--- src/pva_pkg.sv ---
// shared types and constants for the priority voice allocator
`timescale 1ns / 1ps
`default_nettype none

package pva_pkg;

  // field widths
  localparam int unsigned FUNC_W      = 3;
  localparam int unsigned GROUP_W     = 4;
  localparam int unsigned PRI_W       = 7;
  localparam int unsigned VOICE_W     = 6;
  localparam int unsigned TICK_W      = 32;
  localparam int unsigned CFG_W       = 48;
  localparam int unsigned CFG_IDX_W   = 2;
  localparam int unsigned NUM_CFG     = 4;
  localparam int unsigned RANGE_FLD_W = 12;

  // reset value of every range word: min 0, max 47 for each group
  localparam logic [CFG_W-1:0] RANGE_RESET = 48'hBC0BC0BC0BC0;

  // priorities at or above this can never be stolen
  localparam logic [PRI_W-1:0] PRIO_LOCKED = 7'h7E;

  // request operation codes
  typedef enum logic [FUNC_W-1:0] {
    FUNC_ALLOC       = 3'd0,
    FUNC_ALLOC_EXT   = 3'd1,
    FUNC_ALLOC_NOISE = 3'd2,
    FUNC_FREE        = 3'd3,
    FUNC_PLAY        = 3'd4
  } func_e;

  // per-voice status codes
  typedef enum logic [1:0] {
    ST_FREE  = 2'd0,
    ST_PLAY  = 2'd1,
    ST_ALLOC = 2'd2,
    ST_EXT   = 2'd3
  } voice_state_e;

  // control sequencer states
  typedef enum logic [3:0] {
    S_IDLE,
    S_NOISE0,
    S_NOISE1,
    S_SCAN,
    S_DRAIN,
    S_DECIDE,
    S_RMW_RD,
    S_RMW_WR,
    S_DONE
  } state_e;

  // request word
  typedef struct packed {
    logic [FUNC_W-1:0]  func;
    logic [GROUP_W-1:0] group;
    logic [PRI_W-1:0]   priority_req;
    logic [VOICE_W-1:0] voice;
    logic [TICK_W-1:0]  current_tick;
  } req_t;

  // response word
  typedef struct packed {
    logic               granted;
    logic [VOICE_W-1:0] voice_out;
    logic               stolen;
    logic               noise_mode;
  } resp_t;

  // one entry of the voice state memory
  typedef struct packed {
    voice_state_e       status;
    logic [PRI_W-1:0]   pri;
    logic [TICK_W-1:0]  tick;
  } voice_entry_t;

  // read beat returning from the memory into the scan unit
  typedef struct packed {
    logic               vld;
    logic               first;
    logic [VOICE_W-1:0] idx;
  } scan_beat_t;

  // running result of a scan pass
  typedef struct packed {
    logic               free_found;
    logic [VOICE_W-1:0] free_idx;
    logic [VOICE_W-1:0] low_idx;
    logic [PRI_W-1:0]   low_pri;
    logic               low_ext;
  } scan_res_t;

endpackage

`default_nettype wire

--- src/pva_voice_mem.sv ---
// voice state memory: one write port, one registered read port, per-entry valid bits
`timescale 1ns / 1ps
`default_nettype none

module pva_voice_mem #(
  parameter int unsigned DEPTH = 48,
  parameter int unsigned AW    = 6
) (
  input  wire                         clk_i,
  input  wire                         rst_ni,
  input  wire                         we_i,
  input  wire  [AW-1:0]               waddr_i,
  input  wire  pva_pkg::voice_entry_t wdata_i,
  input  wire                         re_i,
  input  wire  [AW-1:0]               raddr_i,
  output pva_pkg::voice_entry_t       rdata_o
);

  pva_pkg::voice_entry_t mem [DEPTH];
  logic [DEPTH-1:0]      valid_q;
  pva_pkg::voice_entry_t rdata_q;
  logic                  rvalid_q;

  // storage array
  always_ff @(posedge clk_i) begin
    if (we_i) begin
      mem[waddr_i] <= wdata_i;
    end
    if (re_i) begin
      rdata_q <= mem[raddr_i];
    end
  end

  // valid bits stand in for the all-zero reset contents
  always_ff @(posedge clk_i or negedge rst_ni) begin
    if (!rst_ni) begin
      valid_q  <= '0;
      rvalid_q <= 1'b0;
    end else begin
      if (we_i) begin
        valid_q[waddr_i] <= 1'b1;
      end
      if (re_i) begin
        rvalid_q <= valid_q[raddr_i];
      end
    end
  end

  // unwritten entries read as free, priority 0, tick 0
  assign rdata_o = rvalid_q ? rdata_q : '0;

endmodule

`default_nettype wire

--- src/pva_scan.sv ---
// scan unit: tracks first free voice and steal victim over one pass of reads
`timescale 1ns / 1ps
`default_nettype none

module pva_scan (
  input  wire                         clk_i,
  input  wire                         rst_ni,
  input  wire  pva_pkg::scan_beat_t   beat_i,
  input  wire  pva_pkg::voice_entry_t entry_i,
  output pva_pkg::scan_res_t          res_o
);

  pva_pkg::scan_res_t res_q;
  logic [pva_pkg::TICK_W-1:0] low_tick_q;
  logic is_free;
  logic is_lower;

  assign is_free  = (entry_i.status == pva_pkg::ST_FREE);
  // strictly lower priority, or equal priority and older, and not external
  assign is_lower = (entry_i.status != pva_pkg::ST_EXT) &&
                    ((entry_i.pri < res_q.low_pri) ||
                     ((entry_i.pri == res_q.low_pri) && (entry_i.tick < low_tick_q)));

  // running free search and victim compare
  always_ff @(posedge clk_i or negedge rst_ni) begin
    if (!rst_ni) begin
      res_q      <= '0;
      low_tick_q <= '0;
    end else if (beat_i.vld) begin
      if (beat_i.first) begin
        res_q.free_found <= is_free;
        res_q.free_idx   <= beat_i.idx;
        res_q.low_idx    <= beat_i.idx;
        res_q.low_pri    <= entry_i.pri;
        res_q.low_ext    <= (entry_i.status == pva_pkg::ST_EXT);
        low_tick_q       <= entry_i.tick;
      end else begin
        if (!res_q.free_found && is_free) begin
          res_q.free_found <= 1'b1;
          res_q.free_idx   <= beat_i.idx;
        end
        if (is_lower) begin
          res_q.low_idx <= beat_i.idx;
          res_q.low_pri <= entry_i.pri;
          res_q.low_ext <= 1'b0;
          low_tick_q    <= entry_i.tick;
        end
      end
    end
  end

  assign res_o = res_q;

endmodule

`default_nettype wire

--- src/priority_voice_allocator.sv ---
// top level: request sequencer, range registers, noise owners, output register
`timescale 1ns / 1ps
`default_nettype none

// Priority voice allocator. One request word is handled at a time. The voice
// state (status, priority, start tick) sits in a single-port-read memory, so an
// allocation walks its group's voice range one entry per cycle, finding the
// first free voice and the steal victim in the same pass. A pass ends with the
// drain and decide states, and the result then goes to the output register. A
// noise allocate considers the lower core first and makes a pass over the upper
// core's voices when the lower core gives no voice. Free or mark playing reads
// the entry, modifies its status and writes it back. A new request is taken
// while the previous response waits in the output register.
// Range registers are written through the config port, which is always ready.
module priority_voice_allocator #(
  parameter int unsigned NUM_VOICES_TOTAL = 48,
  parameter int unsigned VOICES_PER_CORE  = 24,
  parameter int unsigned NUM_GROUPS       = 16
) (
  input  wire                              clk_i,
  input  wire                              rst_ni,
  input  wire                              in_valid_i,
  output logic                             in_ready_o,
  input  wire  pva_pkg::req_t              in_data_i,
  output logic                             out_valid_o,
  input  wire                              out_ready_i,
  output pva_pkg::resp_t                   out_data_o,
  input  wire                              cfg_valid_i,
  output logic                             cfg_ready_o,
  input  wire  [pva_pkg::CFG_IDX_W-1:0]    cfg_index_i,
  input  wire  [pva_pkg::CFG_W-1:0]        cfg_data_i
);

  localparam int unsigned AW = $clog2(NUM_VOICES_TOTAL);
  localparam int unsigned VW = pva_pkg::VOICE_W;
  localparam int unsigned PW = pva_pkg::PRI_W;

  // configuration registers
  logic [pva_pkg::CFG_W-1:0] range_q [pva_pkg::NUM_CFG];

  always_ff @(posedge clk_i or negedge rst_ni) begin
    if (!rst_ni) begin
      for (int i = 0; i < int'(pva_pkg::NUM_CFG); i++) begin
        range_q[i] <= pva_pkg::RANGE_RESET;
      end
    end else if (cfg_valid_i) begin
      range_q[cfg_index_i] <= cfg_data_i;
    end
  end

  assign cfg_ready_o = 1'b1;

  // group range decode from the incoming word
  logic [pva_pkg::GROUP_W-1:0]     grp;
  logic [pva_pkg::CFG_W-1:0]       grp_word;
  logic [pva_pkg::RANGE_FLD_W-1:0] grp_fld;
  logic [VW-1:0]                   in_lo;
  logic [VW-1:0]                   in_hi_raw;
  logic [VW-1:0]                   in_hi;

  assign grp = ({1'b0, in_data_i.group} >= 5'(NUM_GROUPS)) ?
               4'(NUM_GROUPS - 1) : in_data_i.group;
  assign grp_word = range_q[grp[3:2]];

  always_comb begin
    case (grp[1:0])
      2'd0:    grp_fld = grp_word[11:0];
      2'd1:    grp_fld = grp_word[23:12];
      2'd2:    grp_fld = grp_word[35:24];
      default: grp_fld = grp_word[47:36];
    endcase
  end

  assign in_lo     = grp_fld[5:0];
  assign in_hi_raw = grp_fld[11:6];
  assign in_hi     = ({1'b0, in_hi_raw} >= 7'(NUM_VOICES_TOTAL)) ?
                     6'(NUM_VOICES_TOTAL - 1) : in_hi_raw;

  // sequencer and request registers
  pva_pkg::state_e state_q, state_d;
  logic [pva_pkg::FUNC_W-1:0] func_q;
  logic [PW-1:0]              pri_q;
  logic [VW-1:0]              voice_q;
  logic [pva_pkg::TICK_W-1:0] tick_q;
  logic [VW-1:0]              lo_q;
  logic [VW-1:0]              hi_q;
  logic [VW-1:0]              cur_q;
  logic [VW-1:0]              end_q;
  logic                       first_q;
  logic                       core_q;
  pva_pkg::scan_beat_t        beat_q;
  pva_pkg::resp_t             res_q;
  pva_pkg::resp_t             out_q;
  logic                       out_valid_q;

  // noise owners, one per core
  logic [1:0]    nv_q;
  logic [PW-1:0] npri_q  [2];
  logic [VW-1:0] nvoice_q[2];

  // memory and scan unit
  logic                  mem_we;
  logic [AW-1:0]         mem_waddr;
  pva_pkg::voice_entry_t mem_wdata;
  logic                  mem_re;
  logic [AW-1:0]         mem_raddr;
  pva_pkg::voice_entry_t mem_rdata;
  pva_pkg::scan_res_t    scan_res;

  pva_voice_mem #(
    .DEPTH (NUM_VOICES_TOTAL),
    .AW    (AW)
  ) u_mem (
    .clk_i   (clk_i),
    .rst_ni  (rst_ni),
    .we_i    (mem_we),
    .waddr_i (mem_waddr),
    .wdata_i (mem_wdata),
    .re_i    (mem_re),
    .raddr_i (mem_raddr),
    .rdata_o (mem_rdata)
  );

  pva_scan u_scan (
    .clk_i   (clk_i),
    .rst_ni  (rst_ni),
    .beat_i  (beat_q),
    .entry_i (mem_rdata),
    .res_o   (scan_res)
  );

  // request decode
  logic in_fire;
  logic is_noise;
  logic in_voice_ok;
  assign in_fire     = in_valid_i && in_ready_o;
  assign is_noise    = (func_q == pva_pkg::FUNC_ALLOC_NOISE);
  assign in_voice_ok = ({1'b0, in_data_i.voice} < 7'(NUM_VOICES_TOTAL));

  // noise attempt bounds for the lower and upper core
  logic          try0;
  logic          try1;
  logic [VW-1:0] hi0;
  logic [VW-1:0] lo1;
  assign hi0  = ({1'b0, hi_q} >= 7'(VOICES_PER_CORE)) ? 6'(VOICES_PER_CORE - 1) : hi_q;
  assign lo1  = ({1'b0, lo_q} < 7'(VOICES_PER_CORE)) ? 6'(VOICES_PER_CORE) : lo_q;
  assign try0 = (!nv_q[0] || (npri_q[0] < pri_q)) &&
                ({1'b0, lo_q} < 7'(VOICES_PER_CORE)) && (lo_q <= hi0);
  assign try1 = (!nv_q[1] || (npri_q[1] < pri_q)) &&
                ({1'b0, hi_q} >= 7'(VOICES_PER_CORE)) && (lo1 <= hi_q);

  // outcome of a finished pass
  logic          steal_ok;
  logic          pass_ok;
  logic [VW-1:0] got_voice;
  assign steal_ok  = !((pri_q < scan_res.low_pri) ||
                       (scan_res.low_pri >= pva_pkg::PRIO_LOCKED) || scan_res.low_ext);
  assign pass_ok   = scan_res.free_found || steal_ok;
  assign got_voice = scan_res.free_found ? scan_res.free_idx : scan_res.low_idx;

  // noise owner release when a voice is freed or stolen
  logic          clr_en;
  logic [VW-1:0] clr_voice;
  logic          clr_hit0;
  logic          clr_hit1;
  assign clr_hit0 = clr_en && nv_q[0] && (nvoice_q[0] == clr_voice) &&
                    ({1'b0, clr_voice} < 7'(VOICES_PER_CORE));
  assign clr_hit1 = clr_en && nv_q[1] && (nvoice_q[1] == clr_voice) &&
                    ({1'b0, clr_voice} >= 7'(VOICES_PER_CORE)) &&
                    ({1'b0, clr_voice} < 7'(2 * VOICES_PER_CORE));

  logic out_load;
  assign out_load = (state_q == pva_pkg::S_DONE) && (!out_valid_q || out_ready_i);

  // next state
  always_comb begin
    state_d = state_q;
    case (state_q)
      pva_pkg::S_IDLE: begin
        if (in_fire) begin
          case (in_data_i.func)
            pva_pkg::FUNC_ALLOC, pva_pkg::FUNC_ALLOC_EXT: begin
              state_d = (in_lo <= in_hi) ? pva_pkg::S_SCAN : pva_pkg::S_DONE;
            end
            pva_pkg::FUNC_ALLOC_NOISE: state_d = pva_pkg::S_NOISE0;
            pva_pkg::FUNC_FREE, pva_pkg::FUNC_PLAY: begin
              state_d = in_voice_ok ? pva_pkg::S_RMW_RD : pva_pkg::S_DONE;
            end
            default: state_d = pva_pkg::S_DONE;
          endcase
        end
      end
      pva_pkg::S_NOISE0: state_d = try0 ? pva_pkg::S_SCAN : pva_pkg::S_NOISE1;
      pva_pkg::S_NOISE1: state_d = try1 ? pva_pkg::S_SCAN : pva_pkg::S_DONE;
      pva_pkg::S_SCAN:   state_d = (cur_q == end_q) ? pva_pkg::S_DRAIN : pva_pkg::S_SCAN;
      pva_pkg::S_DRAIN:  state_d = pva_pkg::S_DECIDE;
      pva_pkg::S_DECIDE: begin
        if (!pass_ok && is_noise && !core_q) begin
          state_d = pva_pkg::S_NOISE1;
        end else begin
          state_d = pva_pkg::S_DONE;
        end
      end
      pva_pkg::S_RMW_RD: state_d = pva_pkg::S_RMW_WR;
      pva_pkg::S_RMW_WR: state_d = pva_pkg::S_DONE;
      pva_pkg::S_DONE:   state_d = out_load ? pva_pkg::S_IDLE : pva_pkg::S_DONE;
      default:           state_d = pva_pkg::S_IDLE;
    endcase
  end

  // memory and owner control per state
  always_comb begin
    in_ready_o = 1'b0;
    mem_re     = 1'b0;
    mem_raddr  = cur_q[AW-1:0];
    mem_we     = 1'b0;
    mem_waddr  = got_voice[AW-1:0];
    mem_wdata  = '0;
    clr_en     = 1'b0;
    clr_voice  = scan_res.low_idx;
    case (state_q)
      pva_pkg::S_IDLE: in_ready_o = 1'b1;
      pva_pkg::S_SCAN: mem_re = 1'b1;
      pva_pkg::S_DECIDE: begin
        mem_we           = pass_ok;
        mem_wdata.status = (func_q == pva_pkg::FUNC_ALLOC_EXT) ?
                           pva_pkg::ST_EXT : pva_pkg::ST_ALLOC;
        mem_wdata.pri    = pri_q;
        mem_wdata.tick   = tick_q;
        clr_en           = !scan_res.free_found && steal_ok;
      end
      pva_pkg::S_RMW_RD: begin
        mem_re    = 1'b1;
        mem_raddr = voice_q[AW-1:0];
      end
      pva_pkg::S_RMW_WR: begin
        mem_we           = 1'b1;
        mem_waddr        = voice_q[AW-1:0];
        mem_wdata        = mem_rdata;
        mem_wdata.status = (func_q == pva_pkg::FUNC_FREE) ?
                           pva_pkg::ST_FREE : pva_pkg::ST_PLAY;
        clr_en           = (func_q == pva_pkg::FUNC_FREE);
        clr_voice        = voice_q;
      end
      default: ;
    endcase
  end

  // control registers
  always_ff @(posedge clk_i or negedge rst_ni) begin
    if (!rst_ni) begin
      state_q     <= pva_pkg::S_IDLE;
      beat_q      <= '0;
      first_q     <= 1'b0;
      out_valid_q <= 1'b0;
      nv_q        <= '0;
      npri_q[0]   <= '0;
      npri_q[1]   <= '0;
      nvoice_q[0] <= '0;
      nvoice_q[1] <= '0;
    end else begin
      state_q      <= state_d;
      beat_q.vld   <= (state_q == pva_pkg::S_SCAN);
      beat_q.first <= first_q;
      beat_q.idx   <= cur_q;
      if (state_q == pva_pkg::S_SCAN) begin
        first_q <= 1'b0;
      end else if (state_d == pva_pkg::S_SCAN) begin
        first_q <= 1'b1;
      end
      if (out_load) begin
        out_valid_q <= 1'b1;
      end else if (out_ready_i) begin
        out_valid_q <= 1'b0;
      end
      // release the owner of a freed or stolen voice
      if (clr_hit0) begin
        nv_q[0]     <= 1'b0;
        npri_q[0]   <= '0;
        nvoice_q[0] <= '0;
      end
      if (clr_hit1) begin
        nv_q[1]     <= 1'b0;
        npri_q[1]   <= '0;
        nvoice_q[1] <= '0;
      end
      // claim the owner slot on a granted noise request
      if ((state_q == pva_pkg::S_DECIDE) && pass_ok && is_noise) begin
        nv_q[core_q]     <= 1'b1;
        npri_q[core_q]   <= pri_q;
        nvoice_q[core_q] <= got_voice;
      end
    end
  end

  // request, scan bound and result registers
  always_ff @(posedge clk_i) begin
    if (out_load) begin
      out_q <= res_q;
    end
    case (state_q)
      pva_pkg::S_IDLE: begin
        if (in_fire) begin
          func_q  <= in_data_i.func;
          pri_q   <= in_data_i.priority_req;
          voice_q <= in_data_i.voice;
          tick_q  <= in_data_i.current_tick;
          lo_q    <= in_lo;
          hi_q    <= in_hi;
          cur_q   <= in_lo;
          end_q   <= in_hi;
          core_q  <= 1'b0;
          res_q   <= '0;
        end
      end
      pva_pkg::S_NOISE0: begin
        cur_q  <= lo_q;
        end_q  <= hi0;
        core_q <= 1'b0;
      end
      pva_pkg::S_NOISE1: begin
        cur_q  <= lo1;
        end_q  <= hi_q;
        core_q <= 1'b1;
      end
      pva_pkg::S_SCAN: begin
        if (cur_q != end_q) begin
          cur_q <= cur_q + 6'd1;
        end
      end
      pva_pkg::S_DECIDE: begin
        if (pass_ok) begin
          res_q.granted    <= 1'b1;
          res_q.voice_out  <= got_voice;
          res_q.stolen     <= !scan_res.free_found;
          res_q.noise_mode <= is_noise;
        end
      end
      default: ;
    endcase
  end

  assign out_valid_o = out_valid_q;
  assign out_data_o  = out_q;

`ifndef SYNTHESIS
  // a steal always comes with a grant
  a_stolen_granted : assert property (@(posedge clk_i) disable iff (!rst_ni)
    out_valid_o && out_data_o.stolen |-> out_data_o.granted)
    else $error("stolen word without grant");

  // granted voice lies inside the voice array
  a_voice_in_range : assert property (@(posedge clk_i) disable iff (!rst_ni)
    out_valid_o && out_data_o.granted |-> ({1'b0, out_data_o.voice_out} <
                                           7'(NUM_VOICES_TOTAL)))
    else $error("granted voice out of range");

  // the scan cursor never runs past the range end
  a_scan_bound : assert property (@(posedge clk_i) disable iff (!rst_ni)
    (state_q == pva_pkg::S_SCAN) |-> (cur_q <= end_q))
    else $error("scan cursor past range end");

  // memory is never read and written in the same cycle
  a_no_rw_overlap : assert property (@(posedge clk_i) disable iff (!rst_ni)
    !(mem_we && mem_re))
    else $error("voice memory read and write overlap");

  // the lower noise owner, once claimed, points at a voice of its own core
  a_owner_core : assert property (@(posedge clk_i) disable iff (!rst_ni)
    nv_q[0] |-> ({1'b0, nvoice_q[0]} < 7'(VOICES_PER_CORE)))
    else $error("lower noise owner outside its core");
`endif

endmodule

`default_nettype wire
--- config.mk ---
export PLATFORM = sky130hd
export DESIGN_NAME = priority_voice_allocator
export DESIGN_NICKNAME = d
export VERILOG_FILES = /design/src/pva_pkg.sv /design/src/pva_voice_mem.sv /design/src/pva_scan.sv /design/src/priority_voice_allocator.sv
export SDC_FILE = /design/constraint.sdc
export NUM_CORES = 2
export LEC_CHECK = 0
export BUFFER_PORTS_ARGS = -buffer_cell sky130_fd_sc_hd__buf_2
export CAP_MARGIN = 30
export CORE_ASPECT_RATIO = 0.8
export CORE_UTILIZATION = 52
export DETAILED_ROUTE_END_ITERATION = 16
export GPL_ROUTABILITY_DRIVEN = 0
export PLACE_DENSITY = 0.68
export SYNTH_ARGS = -nofsm -noshare
export SYNTH_HDL_FRONTEND = slang
export SYNTH_SLANG_ARGS = --single-unit
export TNS_END_PERCENT = 100
--- constraint.sdc ---
create_clock -name clk_i -period 4.1 [get_ports clk_i]
set_input_delay 0.615 -clock clk_i [delete_from_list [all_inputs] [get_ports clk_i]]
set_output_delay 0.615 -clock clk_i [all_outputs]
set_load 0.03 [all_outputs]
# ---- After elaboration in Yosys (flattened, before gate mapping)
# Memories as Yosys holds them, arrays and structs flattened. A register that Yosys moved wholly into a read port is not among the register bits.
# Index checks and enable logic that the tools add are counted.
dict set report totals {
  register_bits 427
  ram_bits 1968
  in_bits 107
  out_inout_bits 12
  elab_cells 234
  mem_count 1
}
# name words word_bits rd rd_ports_with_merged_regs write_ports line_no
set mem_list {}
lappend mem_list {u_mem.mem 48 41 1 1 1 pva_voice_mem.sv:19} ;# pva_pkg::voice_entry_t mem [DEPTH];
dict set report classes {
  add_sub_neg 1
  n_lt_le_gt_ge 26
  n_eq_ne 28
  n_mux 74
  bitwise 5
  reduce_logical 59
}
# operator count
set op_table {}
lappend op_table {{192-bit bitwise mux} 1}
lappend op_table {{48-bit 2-to-1 mux} 3}
lappend op_table {{48-bit binary-select mux with 2-bit select} 1}
lappend op_table {{48-bit demux with 2-bit select} 1}
lappend op_table {{41-bit case mux with 2 select lines} 1}
lappend op_table {{6-bit 2-to-1 mux} 13}
lappend op_table {{32-bit 2-to-1 mux} 2}
lappend op_table {{48-bit bitwise OR} 1}
lappend op_table {{41-bit 2-to-1 mux} 1}
lappend op_table {{12-bit case mux with 3 select lines} 1}
lappend op_table {{4-bit case mux with 9 select lines} 1}
lappend op_table {{32-bit less-than comparator} 1}
lappend op_table {{7-bit less-than comparator} 4}
lappend op_table {{14-bit 2-to-1 mux} 2}
lappend op_table {{7-bit 2-to-1 mux} 4}
lappend op_table {{1-bit logical AND} 25}
lappend op_table {{4-bit 2-to-1 mux} 6}
lappend op_table {{6-bit case mux with 4 select lines} 1}
lappend op_table {{21-bit 2-to-1 mux} 1}
lappend op_table {{6-bit == test} 3}
lappend op_table {{6-bit less-or-equal comparator} 3}
lappend op_table {{9-bit 2-to-1 mux} 2}
lappend op_table {{6-bit case mux with 3 select lines} 1}
lappend op_table {{9-bit case mux with 2 select lines} 1}
lappend op_table {{other kinds (55)} 113}

# ---- Depth between registers and ports, before layout
dict set report logic_depth {
  word_depth 15
  depth_mapped 15
  mapped_depth_nobuf 13
}

# ---- By module
# Synthesis repeated with hierarchy kept, for this count alone.
dict set report hier_totals {
  cells_unflattened 4712
  hier_area_um2 96837.9
}
# mod n_inst cells_per_inst area_each_um2 seq_area_each_um2
set modules_own_cells {}
lappend modules_own_cells {pva_voice_mem 1 3342 78201.3 61554.0}
lappend modules_own_cells {priority_voice_allocator 1 1115 15482.3 8688.3}
lappend modules_own_cells {pva_scan 1 255 3154.3 1326.3}

# ---- Worst setup path before layout
# No wires, ideal clock.
dict set report synth_timing {
  kind {register to register}
  from {register pri_q[1]}
  to {memory u_mem.mem[10][0] (netlist bit), enable pin}
  setup_ps 440
  arrival_time_ps 3969
  required_time_ps 3660
  setup_slack_ps -309
  path_stages_with_launch 10
  path_buffers 1
  synth_period_minus_slack_ps 4409
  cell_sequence {edfxtp_1 -> ha_1 -> a21o_1 -> a21oi_1 -> o21a_1 -> o41ai_1 -> a21oi_1 -> or2_2 -> clkbuf_1 -> nor2_1}
}
dict set report synth_via {
  elab_chain_cells 8
}
# item line_no
set synth_lines {}
lappend synth_lines {{start: declaration} priority_voice_allocator.sv:82} ;# logic [PW-1:0] pri_q;
lappend synth_lines {{start signal: assignment} priority_voice_allocator.sv:305} ;# pri_q <= in_data_i.priority_req;
lappend synth_lines {{7-bit less-than comparator} priority_voice_allocator.sv:156} ;# assign steal_ok = !((pri_q < scan_res.low_pri) ||
lappend synth_lines {{1-bit logical OR} priority_voice_allocator.sv:156}
lappend synth_lines {{1-bit logical OR} priority_voice_allocator.sv:157} ;# (scan_res.low_pri >= pva_pkg::PRIO_LOCKED) || scan_res.low_ext);
lappend synth_lines {{1-bit zero test} priority_voice_allocator.sv:156}
lappend synth_lines {{1-bit logical OR} priority_voice_allocator.sv:158} ;# assign pass_ok = scan_res.free_found || steal_ok;
lappend synth_lines {{1-bit case mux with 2 select lines} priority_voice_allocator.sv:221} ;# case (state_q)
lappend synth_lines {{1-bit 2-to-1 mux} pva_voice_mem.sv:26} ;# if (we_i) begin
lappend synth_lines {{1-bit 2-to-1 mux (not written as such)} pva_voice_mem.sv:27} ;# mem[waddr_i] <= wdata_i;
lappend synth_lines {{end: declaration} pva_voice_mem.sv:19}
# Every way passes these cells.

# ---- Worst setup path in the final report
dict set report layout_timing {
  from {register range_q[10] (netlist bit)}
  to {register first_q}
}
dict set report layout_via {
  elab_chain_cells 13
}
# item line_no
set layout_lines {}
lappend layout_lines {{start: declaration} priority_voice_allocator.sv:39} ;# logic [pva_pkg::CFG_W-1:0] range_q [pva_pkg::NUM_CFG];
lappend layout_lines {{start signal: indexed assignment} priority_voice_allocator.sv:44} ;# range_q[i] <= pva_pkg::RANGE_RESET;
lappend layout_lines {{start signal: indexed assignment} priority_voice_allocator.sv:47} ;# range_q[cfg_index_i] <= cfg_data_i;
lappend layout_lines {{48-bit binary-select mux with 2-bit select *} priority_voice_allocator.sv:63} ;# assign grp_word = range_q[grp[3:2]];
lappend layout_lines {{48-bit 2-to-1 mux (not written as such) * (2 in series)} priority_voice_allocator.sv:63}
lappend layout_lines {{12-bit case mux with 3 select lines *} priority_voice_allocator.sv:66} ;# case (grp[1:0])
lappend layout_lines {{6-bit >= comparator} priority_voice_allocator.sv:76} ;# assign in_hi = ({1'b0, in_hi_raw} >= 7'(NUM_VOICES_TOTAL)) ?
lappend layout_lines {{6-bit 2-to-1 mux *} priority_voice_allocator.sv:76}
lappend layout_lines {{6-bit less-or-equal comparator *} priority_voice_allocator.sv:183} ;# state_d = (in_lo <= in_hi) ? pva_pkg::S_SCAN : pva_pkg::S_DONE;
lappend layout_lines {{4-bit 2-to-1 mux *} priority_voice_allocator.sv:183}
lappend layout_lines {{4-bit case mux with 3 select lines *} priority_voice_allocator.sv:181} ;# case (in_data_i.func)
lappend layout_lines {{4-bit 2-to-1 mux *} priority_voice_allocator.sv:180} ;# if (in_fire) begin
lappend layout_lines {{4-bit case mux with 9 select lines *} priority_voice_allocator.sv:178} ;# case (state_q)
lappend layout_lines {{4-bit by 2-bit == test with 1-bit output *} priority_voice_allocator.sv:268} ;# end else if (state_d == pva_pkg::S_SCAN) begin
lappend layout_lines {{2-bit nonzero test (no source line) *} n/a}
lappend layout_lines {{end signal: assignment} priority_voice_allocator.sv:254} ;# first_q <= 1'b0;
lappend layout_lines {{end signal: assignment} priority_voice_allocator.sv:267} ;# first_q <= 1'b0;
lappend layout_lines {{end signal: assignment} priority_voice_allocator.sv:269} ;# first_q <= 1'b1;
lappend layout_lines {{end: declaration} priority_voice_allocator.sv:89} ;# logic first_q;
# Mark *: on every way between the ends. The rest lies on a longest branch, timed or not. The select of a mux whose other input is x is not followed.
# A chain may end at the register's enable or synchronous reset.

==> results.yml <==
finish:
  area_growth_pct: 15.8
  finalNonFillerCells: 9675
  fin_nets: 7152
  post-route-cell-area_um2: 113000
  ff_latch_area_um2: 71600
  final.fill_count: 13600
  mostFrequentLayoutCells: "edfxtp_1 (2,100), nand2_1 (1,336), nand3_1 (342), buf_4 (331), dfrtp_1 (255)"
  multiInputGateArea_um2: 24900
  final_common_cell: "edfxtp_1"
  drive_above_1_share: 0.216
synth:
  synthTopCellsByArea: "edfxtp_1 (64%), dfrtp_1 (6.5%), nand2_1 (5.1%)"
  syn_inst: 6473
  yosysWarnings: 0
  synth.top_cell.area_share: 0.644
  synth_seq_cells: 2436
  synthesis.area_um2: 97900
  synthFlopType: "edfxtp_1"
  synth.distinct_cells: 75
  synth-async-reset-ratio: 0.138
  synth_edf_count: 2100
  yosysTopAreaCell: "edfxtp_1"
  avgSynthCellArea_um2: 15.1
  synth-seq-area-share: 0.731
die:
  fp.dieW_um: 487
  die_area_um2: 190000
  die_y_um: 390
  core_um2: 187000
  start_util: 0.523
  row_count: 142
  io_pins: 119
clocking:
  insertion_delay_ps: 880
  cts_tree: "done"
  clk_pin_slew_ps: 70
  ctsHtreeMaxLevel: 4
  clk_path_buf_depth: 3
  root_buffer: "clkbuf_16"
  cts_buffers: 217
  cts.sinks: 2436
place:
  portBuffers: 117
  place_ws_ps: -936
  dp.cells: 9186
  place_area_um2: 105000
  dpl.hpwl_um: 177000
sta:
  finalClockSkew_ps: 41.0
  rsz0062_at_grt: "false"
  whs_ps: 52.9
  setup_ws_ps: 270
  fin_crit_sh: 0.934
  tns_ps: 0
  hold_viol: 0
  drv_slew: 0
  max_clock_freq_ghz: 0.261
  setup_viol: 0
  min_period_ps: 3830
  slew_headroom: 0.285
  worst_pin_slew_ps: 1070
status:
  status: "finished clean"
setup_path:
  end_kind: "flop"
  critPathArrivalTime_ps: 4620
  cp-start-kind: "flop"
  crit_type: "reg -> reg"
  worst_ep_required_time_ps: 4890
  crit_fanout: 2
route:
  drt-total-wl_um: 306000
  drt_iter0_drc: 10600
  antenna_left: 0
  via_per_inst: 6.53
  vias: 63100
  drc_errors: 0
  first_pass_iters: 6
  post_drt_wl_per_cell_um: 31.7
global_routing:
  grt_max_degree: 124
  gr-total-overflow: 0
  track_usage: 0.322
  antenna_found_initial: 8
  grt_pass1_vias: 59600
  grt_first_pass_wirelength_um: 433000
pwr:
  power.density_nw_per_um2: 660
  vdd_drop_max_mv: 0.470
  cellLeakagePower_uw: 0.0411
min_path:
  min_path_type: "in -> reg"
flow_run:
  maxCapViolations: 0
==> cells by family (layout without fill, tap and decap cells) <==
family / count (synthesis) / count (layout) / share of synthesized area
AO/OA/AOI/OAI: 810 / 810 / 0.0561
XOR/XNOR: 19 / 19 / 0.00170
adder cells (fa/ha/maj): 75 / 75 / 0.00958
buffers and inverters: 486 / 1166 / 0.0230
flip-flops: 2436 / 2436 / 0.731
multiplexers: 591 / 591 / 0.0892
other: 1 / 3 / 0.0000383
AND/OR/NAND/NOR: 2055 / 2055 / 0.0896
==> per-stage QoR <==
stage | utilization | total power (uW)
after global placement | 0.563 | 53700
final | 0.606 | 74900
after CTS | 0.606 | 74300
after detailed placement | 0.564 | 54100
after floorplan | - | 43900
after global routing | 0.606 | 77100
==> worst paths after layout <==
| kind | from | endpoint | slack (ps) | cells past startpoint |
|---|---|---|---|---|
| min in group asynchronous | rst_ni | range_q[110] | 430 | 2 |
| hold reg to reg | first_q | beat_q[6] | 390 | 0 |
| max in group asynchronous | rst_ni | range_q[105] | 2530 | 3 |
| hold / removal | cfg_data_i[37] | range_q[85] | 50 | 2 |
| setup / recovery | range_q[10] | first_q | 270 | 15 |
| setup reg to reg | range_q[10] | first_q | 270 | 15 |
==> cell usage after synthesis, types with 7 or more instances <==
master and count:
o21bai_1 17, mux2i_1 173, buf_6 13, a32oi_1 105
a211o_1 7, a211oi_1 15, dfstp_2 80, a22oi_1 50
a221oi_1 37, ha_1 75, nand2_1 1337, nor2b_1 13
inv_1 113, o21ai_0 99, xnor2_1 16, clkbuf_1 138
or3_1 7, mux4_2 202, nor3_1 22, nand3_1 344
o221ai_1 16, buf_1 32, o211ai_1 8, nand4_1 75
a21o_1 23, o22ai_1 38, a21oi_1 174, dfrtp_1 256
mux2_2 211, buf_4 36, and3_1 43, edfxtp_1 2100
a311oi_1 36, nor2_1 129, o2111ai_1 10, buf_2 153
a31oi_1 131, or2_2 40, nand2b_1 9
==> layout make-up <==
cell class	count	area share
tap	2520	0.0278
sequential	2436	0.631
antenna	1	0.0000221
clock buffer	292	0.0526
timing repair buffer	649	0.0554
inverter	114	0.00377
clock inverter	111	0.00950
multi-input combinational	3552	0.220
==> timing repair <==
item,in CTS,in global routing
gates cloned,0,0
pin swaps,0,1
endpoints found under the hold margin,241,0
hold buffers,85,0
setup buffers,0,0
setup endpoints to repair,3,1
gates resized for setup,2,2
==> power by group <==
group / total, uW / leakage (uW) / internal [uW] / switching, uW
sequential: 29200 / 0.0241 / 28400 / 760
combinational: 25200 / 0.0136 / 8900 / 16300
clock: 20400 / 0.00345 / 11200 / 9200
total: 74900 / 0.0411 / 48600 / 26300
==> per-layer routing <==
| layer | vias up | wire length, um | track usage |
|---|---|---|---|
| met2 | 4681 | 132000 | 0.467 |
| met4 | 8 | 14400 | 0.132 |
| met3 | 797 | 42200 | 0.0709 |
| met5 | - | 58 | 0 |
| met1 | 32000 | 117000 | 0.472 |
| li1 | 25700 | - | - |
==> critical path, cell delays in order, from the launching register on <==
cell and delay, ps:
dfrtp_1 380, mux4_2 480, mux4_2 490, and2_1 190, nor2_1 170, ha_1 280, a21o_1 200, a21oi_1 150
nor2b_1 90, o32ai_4 370, buf_4 190, nor2_1 60, a2111oi_2 280, buf_4 160, o32ai_1 80, a31oi_1 180
==> state kept, by name, indices dropped and copies added, names as in the netlist, 12 cells and up <==
name	flops
tick_q	32
u_scan.low_tick_q	32
range_q	192
u_scan.res_o	21
npri_q	14
u_mem.rdata_q	41
nvoice_q	12
u_mem.mem	1968
u_mem.valid_q	48
No activity file was read; power rests on OpenSTA's default activity.
